$ cat src/hw/rtl/wfha_pkg.sv
// ----------------------------------------------------------------------------
// wfha_pkg
// Shared types and constants for the worst-fit hole allocator.
// ----------------------------------------------------------------------------
`default_nettype none

package wfha_pkg;

   localparam int NUM_HOLES_DEF = 16;
   localparam int SIZE_BITS_DEF = 16;

   localparam int SLOT_W   = 4;
   localparam int AMOUNT_W = 16;

   localparam logic FUNC_LOAD    = 1'b0;
   localparam logic FUNC_REQUEST = 1'b1;

   typedef struct packed {
      logic                func;
      logic [SLOT_W-1:0]   hole_slot;
      logic [AMOUNT_W-1:0] amount;
   } req_type;

   typedef struct packed {
      logic                granted;
      logic [SLOT_W-1:0]   chosen_hole;
      logic [AMOUNT_W-1:0] space_left;
      logic [AMOUNT_W-1:0] space_used;
   } rsp_type;

   typedef enum logic [2:0] {
      ST_IDLE,
      ST_LOAD,
      ST_SCAN,
      ST_LAST,
      ST_UPDATE
   } state_type;

   // write control for the hole table
   typedef struct packed {
      logic wr_en;
      logic wr_full;
   } tbl_ctl_type;

endpackage : wfha_pkg

`default_nettype wire

$ cat src/hw/rtl/wfha_table.sv
// ----------------------------------------------------------------------------
// wfha_table
// Hole table: remaining and occupied space in memory, full and valid marks
// in flops. One write port, one registered read port.
// ----------------------------------------------------------------------------
`default_nettype none

module wfha_table
   import wfha_pkg::*;
#(
   parameter int NUM_HOLES = NUM_HOLES_DEF,
   parameter int SIZE_BITS = SIZE_BITS_DEF,
   localparam int IDX_W = $clog2(NUM_HOLES)
) (
   input  wire logic                 clock,
   input  wire logic                 reset,
   input  wire tbl_ctl_type          ctl,
   input  wire logic [IDX_W-1:0]     wr_addr,
   input  wire logic [SIZE_BITS-1:0] wr_rem,
   input  wire logic [SIZE_BITS-1:0] wr_occ,
   input  wire logic [IDX_W-1:0]     rd_addr,
   output logic      [SIZE_BITS-1:0] rd_rem,
   output logic      [SIZE_BITS-1:0] rd_occ,
   output logic                      rd_full
);

   logic [SIZE_BITS-1:0] rem_mem [NUM_HOLES];
   logic [SIZE_BITS-1:0] occ_mem [NUM_HOLES];

   logic [NUM_HOLES-1:0] valid_ff;
   logic [NUM_HOLES-1:0] full_ff;

   logic [SIZE_BITS-1:0] rem_q_ff;
   logic [SIZE_BITS-1:0] occ_q_ff;
   logic                 valid_q_ff;
   logic                 full_q_ff;

   always_ff @(posedge clock) begin
      if (ctl.wr_en) begin
         rem_mem[wr_addr] <= wr_rem;
         occ_mem[wr_addr] <= wr_occ;
      end
      rem_q_ff <= rem_mem[rd_addr];
      occ_q_ff <= occ_mem[rd_addr];
   end

   always_ff @(posedge clock) begin
      if (reset) begin
         valid_ff   <= '0;
         full_ff    <= '0;
         valid_q_ff <= 1'b0;
         full_q_ff  <= 1'b0;
      end else begin
         if (ctl.wr_en) begin
            valid_ff[wr_addr] <= 1'b1;
            full_ff[wr_addr]  <= ctl.wr_full;
         end
         valid_q_ff <= valid_ff[rd_addr];
         full_q_ff  <= full_ff[rd_addr];
      end
   end

   // never-written entries read as an empty, non-full hole
   assign rd_rem  = valid_q_ff ? rem_q_ff : '0;
   assign rd_occ  = valid_q_ff ? occ_q_ff : '0;
   assign rd_full = valid_q_ff & full_q_ff;

endmodule : wfha_table

`default_nettype wire

$ cat src/hw/rtl/wfha_alu.sv
// ----------------------------------------------------------------------------
// wfha_alu
// Shared subtract/compare unit: difference, a >= b and a == b.
// ----------------------------------------------------------------------------
`default_nettype none

module wfha_alu
   import wfha_pkg::*;
#(
   parameter int SIZE_BITS = SIZE_BITS_DEF
) (
   input  wire logic [SIZE_BITS-1:0] op_a,
   input  wire logic [SIZE_BITS-1:0] op_b,
   output logic      [SIZE_BITS-1:0] diff,
   output logic                      ge,
   output logic                      eq
);

   logic [SIZE_BITS:0] wide_diff;

   assign wide_diff = {1'b0, op_a} - {1'b0, op_b};
   assign diff      = wide_diff[SIZE_BITS-1:0];
   assign ge        = ~wide_diff[SIZE_BITS];
   assign eq        = (wide_diff[SIZE_BITS-1:0] == '0) & ~wide_diff[SIZE_BITS];

endmodule : wfha_alu

`default_nettype wire

$ cat src/hw/rtl/worst_fit_hole_allocator_core.sv
// ----------------------------------------------------------------------------
// worst_fit_hole_allocator_core: a load writes entry and result in ST_LOAD
// once the output is free. Request: one table read per hole through one
// comparator. Next input taken only back in ST_IDLE after the result.
// Reset is synchronous; the hole table reads as all zero, nothing full.
// ----------------------------------------------------------------------------
`default_nettype none

module worst_fit_hole_allocator_core
   import wfha_pkg::*;
#(
   parameter int NUM_HOLES = NUM_HOLES_DEF,
   parameter int SIZE_BITS = SIZE_BITS_DEF
) (
   input  wire logic    clock,
   input  wire logic    reset,
   input  wire logic    req_valid,
   output logic         req_stall,
   input  wire req_type req_payload,
   output logic         rsp_valid,
   input  wire logic    rsp_stall,
   output rsp_type      rsp_payload
);

   localparam int IDX_W = $clog2(NUM_HOLES);
   localparam logic [IDX_W-1:0] LAST_IDX = IDX_W'(NUM_HOLES - 1);

   state_type            state_ff, state_in;
   req_type              item_ff, item_in;
   logic [IDX_W-1:0]     idx_ff, idx_in;
   logic [IDX_W-1:0]     rd_idx_ff;
   logic                 pend_ff, pend_in;
   logic                 found_ff, found_in;
   logic [IDX_W-1:0]     best_idx_ff, best_idx_in;
   logic [SIZE_BITS-1:0] best_rem_ff, best_rem_in;
   logic [SIZE_BITS-1:0] best_occ_ff, best_occ_in;
   logic                 rsp_valid_ff, rsp_valid_in;
   rsp_type              rsp_ff, rsp_in;

   tbl_ctl_type          tbl_ctl;
   logic [IDX_W-1:0]     wr_addr;
   logic [SIZE_BITS-1:0] wr_rem, wr_occ;
   logic [SIZE_BITS-1:0] rd_rem, rd_occ;
   logic                 rd_full;

   logic [SIZE_BITS-1:0] alu_a, alu_b, alu_diff;
   logic                 alu_ge, alu_eq;

   logic [SIZE_BITS-1:0] amt;
   logic                 out_free;
   logic                 slot_ok;
   logic                 req_xfer;

   assign amt      = SIZE_BITS'(item_ff.amount);
   assign out_free = ~rsp_valid_ff | ~rsp_stall;
   assign slot_ok  = 32'(item_ff.hole_slot) < NUM_HOLES;
   assign req_xfer = req_valid & ~req_stall;

   wfha_table #(
      .NUM_HOLES (NUM_HOLES),
      .SIZE_BITS (SIZE_BITS)
   ) u_table (
      .clock   (clock),
      .reset   (reset),
      .ctl     (tbl_ctl),
      .wr_addr (wr_addr),
      .wr_rem  (wr_rem),
      .wr_occ  (wr_occ),
      .rd_addr (idx_ff),
      .rd_rem  (rd_rem),
      .rd_occ  (rd_occ),
      .rd_full (rd_full)
   );

   wfha_alu #(
      .SIZE_BITS (SIZE_BITS)
   ) u_alu (
      .op_a (alu_a),
      .op_b (alu_b),
      .diff (alu_diff),
      .ge   (alu_ge),
      .eq   (alu_eq)
   );

   always_ff @(posedge clock) begin
      if (reset) begin
         state_ff     <= ST_IDLE;
         pend_ff      <= 1'b0;
         found_ff     <= 1'b0;
         rsp_valid_ff <= 1'b0;
      end else begin
         state_ff     <= state_in;
         pend_ff      <= pend_in;
         found_ff     <= found_in;
         rsp_valid_ff <= rsp_valid_in;
      end
   end

   always_ff @(posedge clock) begin
      item_ff     <= item_in;
      idx_ff      <= idx_in;
      rd_idx_ff   <= idx_ff;
      best_idx_ff <= best_idx_in;
      best_rem_ff <= best_rem_in;
      best_occ_ff <= best_occ_in;
      rsp_ff      <= rsp_in;
   end

   always_comb begin
      state_in     = state_ff;
      item_in      = item_ff;
      idx_in       = idx_ff;
      pend_in      = 1'b0;
      found_in     = found_ff;
      best_idx_in  = best_idx_ff;
      best_rem_in  = best_rem_ff;
      best_occ_in  = best_occ_ff;
      rsp_in       = rsp_ff;
      rsp_valid_in = rsp_valid_ff & rsp_stall;
      req_stall    = 1'b1;
      tbl_ctl      = '0;
      wr_addr      = best_idx_ff;
      wr_rem       = alu_diff;
      wr_occ       = best_occ_ff + amt;

      // scan compare: first fit uses >= request, later ones need > best so far
      alu_a = rd_rem;
      alu_b = found_ff ? best_rem_ff : amt;
      if (state_ff == ST_UPDATE) begin
         alu_a = best_rem_ff;
         alu_b = amt;
      end

      if ((state_ff == ST_SCAN || state_ff == ST_LAST) && pend_ff) begin
         if (!rd_full && alu_ge && !(found_ff && alu_eq)) begin
            found_in    = 1'b1;
            best_idx_in = rd_idx_ff;
            best_rem_in = rd_rem;
            best_occ_in = rd_occ;
         end
      end

      case (state_ff)
         ST_IDLE: begin
            req_stall = 1'b0;
            if (req_valid) begin
               item_in  = req_payload;
               idx_in   = '0;
               found_in = 1'b0;
               state_in = (req_payload.func == FUNC_LOAD) ? ST_LOAD : ST_SCAN;
            end
         end
         ST_LOAD: begin
            if (out_free) begin
               tbl_ctl.wr_en   = slot_ok;
               tbl_ctl.wr_full = 1'b0;
               wr_addr         = IDX_W'(item_ff.hole_slot);
               wr_rem          = amt;
               wr_occ          = '0;
               rsp_valid_in    = 1'b1;
               rsp_in          = '0;
               if (slot_ok) begin
                  rsp_in.granted     = 1'b1;
                  rsp_in.chosen_hole = item_ff.hole_slot;
                  rsp_in.space_left  = AMOUNT_W'(amt);
               end
               state_in = ST_IDLE;
            end
         end
         ST_SCAN: begin
            pend_in = 1'b1;
            if (idx_ff == LAST_IDX) begin
               state_in = ST_LAST;
            end else begin
               idx_in = idx_ff + 1'b1;
            end
         end
         ST_LAST: begin
            state_in = ST_UPDATE;
         end
         ST_UPDATE: begin
            if (out_free) begin
               tbl_ctl.wr_en   = found_ff;
               tbl_ctl.wr_full = alu_eq;
               rsp_valid_in    = 1'b1;
               rsp_in          = '0;
               if (found_ff) begin
                  rsp_in.granted     = 1'b1;
                  rsp_in.chosen_hole = SLOT_W'(best_idx_ff);
                  rsp_in.space_left  = AMOUNT_W'(alu_diff);
                  rsp_in.space_used  = AMOUNT_W'(wr_occ);
               end
               state_in = ST_IDLE;
            end
         end
         default: begin
            state_in = ST_IDLE;
         end
      endcase
   end

   assign rsp_valid   = rsp_valid_ff;
   assign rsp_payload = rsp_ff;

   // a refused item reports nothing but zeros
   assert property (@(posedge clock) disable iff (reset)
      rsp_valid && !rsp_payload.granted |->
         rsp_payload.chosen_hole == '0 && rsp_payload.space_left == '0 &&
         rsp_payload.space_used == '0)
      else $error("refused result carries nonzero fields");

   // once the scan ends, the running best fits the request
   assert property (@(posedge clock) disable iff (reset)
      found_ff && (state_ff == ST_LAST || state_ff == ST_UPDATE) |->
         best_rem_ff >= amt)
      else $error("best hole smaller than request");

   // an accepted request starts the scan at hole zero
   assert property (@(posedge clock) disable iff (reset)
      req_xfer && req_payload.func == FUNC_REQUEST |=>
         state_ff == ST_SCAN && idx_ff == '0 && !found_ff)
      else $error("scan did not start cleanly");

   // the input side is closed while a request is in flight
   assert property (@(posedge clock) disable iff (reset)
      state_ff == ST_SCAN || state_ff == ST_LAST || state_ff == ST_UPDATE |->
         req_stall)
      else $error("input open during scan");

endmodule : worst_fit_hole_allocator_core

`default_nettype wire
$ cat config.mk
export PLATFORM = sky130hd
export DESIGN_NAME = worst_fit_hole_allocator_core
export DESIGN_NICKNAME = d
export VERILOG_FILES = /design/src/hw/rtl/wfha_pkg.sv /design/src/hw/rtl/wfha_table.sv /design/src/hw/rtl/wfha_alu.sv /design/src/hw/rtl/worst_fit_hole_allocator_core.sv
export SDC_FILE = /design/constraint.sdc
export NUM_CORES = 1
export LEC_CHECK = 0
export ABC_AREA = 1
export BUFFER_PORTS_ARGS = -buffer_cell sky130_fd_sc_hd__buf_2
export CORE_ASPECT_RATIO = 1.2
export CORE_UTILIZATION = 55
export DETAILED_ROUTE_END_ITERATION = 16
export HOLD_SLACK_MARGIN = 0.02
export PLACE_DENSITY = 0.76
export SYNTH_ARGS = -nofsm -noshare
export SYNTH_HDL_FRONTEND = slang
export SYNTH_SLANG_ARGS = --single-unit
$ cat constraint.sdc
create_clock -name clock -period 13.1 [get_ports clock]
set_input_delay 1.31 -clock clock [delete_from_list [all_inputs] [get_ports clock]]
set_output_delay 1.31 -clock clock [all_outputs]
set_load 0.05 [all_outputs]
==> impl_metrics.json, run 1 <==
{
  "drt_iter0_drc": 2726,
  "fillCellCount": 3731,
  "cts_hold_buf": 0,
  "port_buffers": 63,
  "post-route-drc-count": 0,
  "clk_path_buf_depth": 3,
  "cts-root-buf": "clkbuf_16",
  "cts_tree": "done",
  "utilization": 0.6184,
  "vias_per_cell": 6.209,
  "timing.fmax_mhz": 180.1,
  "startpoint_type": "flop",
  "seq_power_share": 0.416,
  "fin_nets": 2481,
  "cts-buffers-inserted": 60,
  "crit_arrival_ns": 5.83,
  "cts_resized": 0,
  "antenna_found_initial": 0,
  "crit_required_ns": 13.37,
  "clkTransAtPathRegs_ns": 0.07,
  "cp_max_fo": 47,
  "track_usage": 0.2873,
  "async_flop_share": 0,
  "dp_slack_ns": 7.487,
  "finClkSkew_ns": 0.04182,
  "combPwrFrac": 0.351,
  "grt_max_degree": 174,
  "p_sw_uw": 2914,
  "yosys_warnings": 0,
  "grt_pass1_vias": 18482,
  "avgRoutedWirePerCell_um": 24.09,
  "clock_sinks": 685,
  "htreeDepth": 2,
  "rows": 90,
  "die_x_um": 208.3,
  "ioPinCount": 64,
  "fp.dieH_um": 249.5,
  "endpoint_kind": "flop",
  "drive_gt1_frac": 0.1129,
  "swShare": 0.3831,
  "dr.pass1.iters": 6,
  "hp-class": "reg2reg",
  "p_clk_frac": 0.233,
  "crit_type": "reg2reg",
  "yosysSeqAreaShare": 0.7055,
  "leakage_uw": 0.01117,
  "synth_flop_cell": "edfxtp_1",
  "dp_hpwl_um": 41800,
  "fin_ws_ns": 7.548,
  "wirelength_um": 75080,
  "core-area_um2": 50340,
  "syn_nets": 2442,
  "dr_total_vias": 19348,
  "syn_avg_cell_area_um2": 11.79,
  "worst_slew_pin_slew_ns": 1.351,
  "post-route-period-util": 0.4238,
  "finalPower_uw": 7606,
  "p_per_area_nw_per_um2": 244.3,
  "grt.overflow.total": 0,
  "gp_congestion": 0.9838,
  "grt_setup_unrepaired": "false",
  "grt_pass1_wl_um": 111700,
  "initial_utilization": 0.5578,
  "drtAntennaViolNets": 0,
  "slew_viol_final": 0,
  "fin_crit_ns": 5.552,
  "yosys-top-cells-area": "edfxtp_1, o21ai_0, dfxtp_1",
  "synth_cells": 2382,
  "insertion_delay_ns": 0.66,
  "ys_types": 41,
  "max-cap-violations": 0,
  "area_growth_pct": 10.86,
  "vdd_drop_max_v": 0.0001627,
  "yosysTopAreaCell": "edfxtp_1",
  "yosysTopAreaCellShare": 0.6513,
  "outcome": "finished clean",
  "hold_violations": 0,
  "die-area_um2": 51960,
  "relSlewSlack": 0.09922,
  "diodes": 0,
  "finalSetupViolations": 0,
  "post-cts-setup-buffers": 0,
  "tns_ns": 0,
  "synth_edf_count": 609,
  "netlist_area_um2": 28080,
  "ys_ff_latch": 685,
  "internal_power_uw": 4692
}
-- cells by family after synthesis --
kind of cell | share of synthesized area
buffers and inverters | 0.03815
AO/OA/AOI/OAI | 0.1176
XOR/XNOR | 0.004679
flip-flops | 0.7055
AND/OR/NAND/NOR | 0.1180
adder cells (fa/ha/maj) | 0.01613
-- power by group through the flow --
stage	clock network [uW]	logic [uW]	registers, uW
floorplan	0	1600	3310
global placement	0	2530	3200
detailed placement	0	2620	3210
CTS	1780	2640	3160
global route	1860	2900	3180
finish	1770	2670	3170
-- flip-flops by register name (all words and copies together), names as in the netlist, 16 cells and up --
register          flops
best_rem_ff          16
u_table.rem_q_ff     16
u_table.occ_mem     256
u_table.valid_ff     16
u_table.rem_mem     256
rsp_payload          37
best_occ_ff          16
u_table.occ_q_ff     16
u_table.full_ff      16
amt                  16
-- layout make-up --
cell class | count | area (um2) | area share
clock inverter | 39 | 381.6 | 0.01226
timing repair buffer | 109 | 660.6 | 0.02122
clock buffer | 74 | 1604 | 0.05153
inverter | 147 | 558.0 | 0.01793
sequential | 685 | 19810 | 0.6364
multi-input combinational | 1418 | 7308 | 0.2348
tap | 644 | 805.8 | 0.02589
-- routing by layer --
layer,routed length [um],GRT usage
met3,7779,0.03788
met4,3366,0.1302
met1,28740,0.4002
met2,35200,0.4535
met5,0,0
-- stage by stage --
step,cells,hold WS (ns),instance area (um2)
4_1_cts,3116,0.4115,31130
2_1_floorplan,2382,0.3855,28080
5_1_grt,3116,0.4158,31130
3_5_place_dp,3003,0.3975,29140
3_3_place_gp,3003,0.3873,29140
6_report,3116,0.4085,31130
-- cells in the mapped netlist, types with 4 or more instances --
cell,instances
a21oi_1,44
a21oi_2,11
a31oi_1,5
buf_1,11
buf_2,7
clkbuf_1,112
dfxtp_1,76
edfxtp_1,609
ha_1,33
inv_1,132
inv_2,12
nand2_1,272
nand2_2,16
nand3_1,83
nand3_2,7
nand3b_1,6
nand4_1,6
nor2_1,381
nor2_2,14
nor3_1,4
nor3_2,4
o211ai_1,12
o21ai_0,340
o21ai_2,4
o221ai_1,57
o22ai_1,90
xnor2_1,4
xor2_1,11
-- worst paths after layout --
| kind | depth (start not counted) | slack (ns) | endpoint | from |
|---|---|---|---|---|
| min reg2reg | 0 | 0.41 | best_idx_ff[2] | rd_idx_ff[2] |
| max | 25 | 7.55 | best_rem_ff[4] | state_ff[0] |
| max reg2reg | 25 | 7.55 | best_rem_ff[4] | state_ff[0] |
| min | 0 | 0.41 | best_idx_ff[2] | rd_idx_ff[2] |
-- placed cells by master (no fill, tap or decap), types with 14 or more instances in the layout --
cell / Yosys / routed
buf_2: 7 / 63
inv_1: 132 / 130
edfxtp_1: 609 / 609
o21ai_0: 340 / 336
ha_1: 33 / 33
o22ai_1: 90 / 90
nand2_1: 272 / 272
nor2_4: 1 / 14
a21oi_1: 44 / 44
nand3_1: 83 / 83
buf_4: 0 / 46
o221ai_1: 57 / 57
clkbuf_16: 0 / 60
dfxtp_1: 76 / 76
nand2_2: 16 / 16
clkinv_1: 3 / 16
nor2_1: 381 / 377
-- critical path: stages, from the launching register on --
cell      delay [ns]
dfxtp_1         0.34
nor2_1          0.13
inv_2           0.05
nor2_2          0.08
buf_4           0.42
clkinv_1        0.59
nand2_1         0.95
o21ai_0         0.16
inv_1           0.12
ha_1            0.14
inv_1           0.06
fa_1            0.52
nand3_1         0.14
nand3_1         0.11
nand2_1         0.10
nand2_1         0.07
nand2_1         0.09
nand2_1         0.05
nand2_1         0.06
nand2_2         0.07
nand2_2         0.06
nor2_2          0.05
nand3_1         0.08
nand2_1         0.05
inv_1           0.23
buf_4           0.45
No activity file was read; power rests on OpenSTA's default activity.
==> run 2, diff against run 1 <==
==> constraint.sdc (replaced) <==
create_clock -name clock -period 5.15 [get_ports clock]
set_input_delay 0.515 -clock clock [delete_from_list [all_inputs] [get_ports clock]]
set_output_delay 0.515 -clock clock [all_outputs]
set_load 0.05 [all_outputs]
==> run 2 against run 1 <==
Effect of this change: cell count grew 0.35%; first-iteration DRC count shrank 11%; die area is the same; sequential share of layout area shrank 0.32 points; hold slack lost 0.37 ns; via count shrank 0.66%; sequential power grew to 2.6 times the previous value; largest cell class unchanged.
==> impl_metrics.json, run 2 (synthesis gave the netlist of run 1 again) <==
{
  "dp_slack_ns": 1.096,
  "rrSetupSlack_ns": 1.02,
  "core-area_um2": 50340,
  "post-cts-setup-buffers": 0,
  "slowest_delay_ns": 0.97,
  "crit_slowest_cell": "nor2_4",
  "insertion_delay_ns": 0.65,
  "fin_nets": 2491,
  "post-route-period-util": 0.8020,
  "finClkSkew_ns": 0.04184,
  "cts-buffers-inserted": 60,
  "startpoint": "state_ff[0]",
  "max-cap-violations": 0,
  "relSlewSlack": 0.07996,
  "diodes": 0,
  "grt_pass1_wl_um": 108700,
  "initial_utilization": 0.5578,
  "grt_setup_unrepaired": "false",
  "worstReg2RegEnd": "u_table.rem_mem[12][5]",
  "gp_congestion": 0.9408,
  "dp_hpwl_um": 42950,
  "cts_resized": 0,
  "leakage_uw": 0.01125,
  "cts_hold_buf": 0,
  "avgRoutedWirePerCell_um": 23.01,
  "cts_tree": "done",
  "port_buffers": 63,
  "fp.dieH_um": 249.5,
  "htreeDepth": 2,
  "area_growth_pct": 11.42,
  "hold_violations": 0,
  "endpoint_kind": "flop",
  "die-area_um2": 51960,
  "dr.pass1.iters": 6,
  "antenna_found_initial": 1,
  "tns_ns": 0,
  "grt_pass1_vias": 18874,
  "fin_ws_ns": 1.020,
  "path_common_cell": "buf_4",
  "clock_sinks": 685,
  "crit_required_ns": 5.46,
  "crit_path_cell_trace": "nor2_1 > inv_2 > nor2_2 > buf_4 > nand2_2 > o21ai_4 > nand3_1 > nor2_4 > buf_4",
  "wirelength_um": 71960,
  "ioPinCount": 64,
  "grt_max_degree": 195,
  "outcome": "finished clean",
  "vias_per_cell": 6.147,
  "startpoint_type": "flop",
  "clkTransAtPathRegs_ns": 0.07,
  "vdd_drop_max_v": 0.0004358,
  "worst_slew_pin_slew_ns": 1.375,
  "fin_crit_ns": 4.130,
  "rows": 90,
  "dr_total_vias": 19221,
  "crit_arrival_ns": 4.44,
  "hp-class": "in2reg",
  "drive_gt1_frac": 0.1204,
  "clk_path_buf_depth": 3,
  "final_cell_mix": "edfxtp_1, nor2_1, o21ai_0, nand2_1, inv_1",
  "drtAntennaViolNets": 0,
  "drt_iter0_drc": 2424,
  "slew_viol_final": 0,
  "track_usage": 0.2762,
  "cp_max_fo": 46,
  "grt.overflow.total": 0,
  "worstRegToRegCells": 9,
  "reg2reg_from": "state_ff[0]",
  "crit_path_end": "u_table.rem_mem[12][5]",
  "die_x_um": 208.3,
  "cts-root-buf": "clkbuf_16",
  "finalSetupViolations": 0,
  "final_common_cell": "edfxtp_1",
  "timing.fmax_mhz": 242.1,
  "p_per_area_nw_per_um2": 622.3,
  "post-route-drc-count": 0,
  "crit_type": "reg2reg"
}
run 2: cell types whose count changed in the layout (fill, tap and decap cells not counted), sizes merged:
cell      delta
clkinvlp     +1
bufinv       -3
buf         +10
clkbuf       +9
inv          +1
clkinv       -7
run 2: power by group:
part	internal (uW)	switching, uW	leakage (uW)	total (uW)
logic	1700	5220	0.00413	6910
clock network	2450	2000	0.000967	4450
registers	7810	289	0.00616	8100
run 2: final cells by class:
type                       instances  area, um2
clock buffer                      83       1719
clock inverter                    31      259.0
fill                            3669      19050
inverter                         147      558.0
multi-input combinational       1418       7308
sequential                       685      19810
tap                              644      805.8
timing repair buffer             119      823.3
run 2: worst min-delay path by stage:
stage                         start             end  slack, ns  cells after the start
finish               req_payload[6]          amt[6]       0.04                      1
global route        req_payload[18]     item_ff[18]       0.03                      1
CTS                  req_payload[6]          amt[6]       0.02                      1
detailed placement     rd_idx_ff[1]  best_idx_ff[1]       0.39                      0
global placement       rd_idx_ff[2]  best_idx_ff[2]       0.39                      0
floorplan              rd_idx_ff[0]  best_idx_ff[0]       0.39                      0
run 2: per-layer routing:
metal	part of all wire	track usage	up-vias
met5	0	0	-
met3	0.097	0.04140	177
met2	0.48	0.4608	1106
li1	-	-	8617
met1	0.38	0.3626	9321
met4	0.039	0.1149	0
run 2: worst max-delay path, delay by kind of cell (launching register included):
family,cells,cell delay (ns)
AND/OR/NAND/NOR,5,2.12
buffers and inverters,3,0.82
AO/OA/AOI/OAI,1,0.47
flip-flops,1,0.35
run 2: metrics by stage:
step / total power (uW) / area (um2) / instances / hold WS [ns] / utilization
after global placement: 14740 / 29300 / 3013 / 0.3859 / 0.5822
final: 19470 / 31280 / 3127 / 0.04189 / 0.6215
after CTS: 19370 / 31280 / 3127 / 0.02414 / 0.6215
after detailed placement: 14960 / 29300 / 3013 / 0.3887 / 0.5822
after floorplan: 12490 / 28080 / 2382 / 0.3855 / -
after global routing: 20280 / 31280 / 3127 / 0.02955 / 0.6215
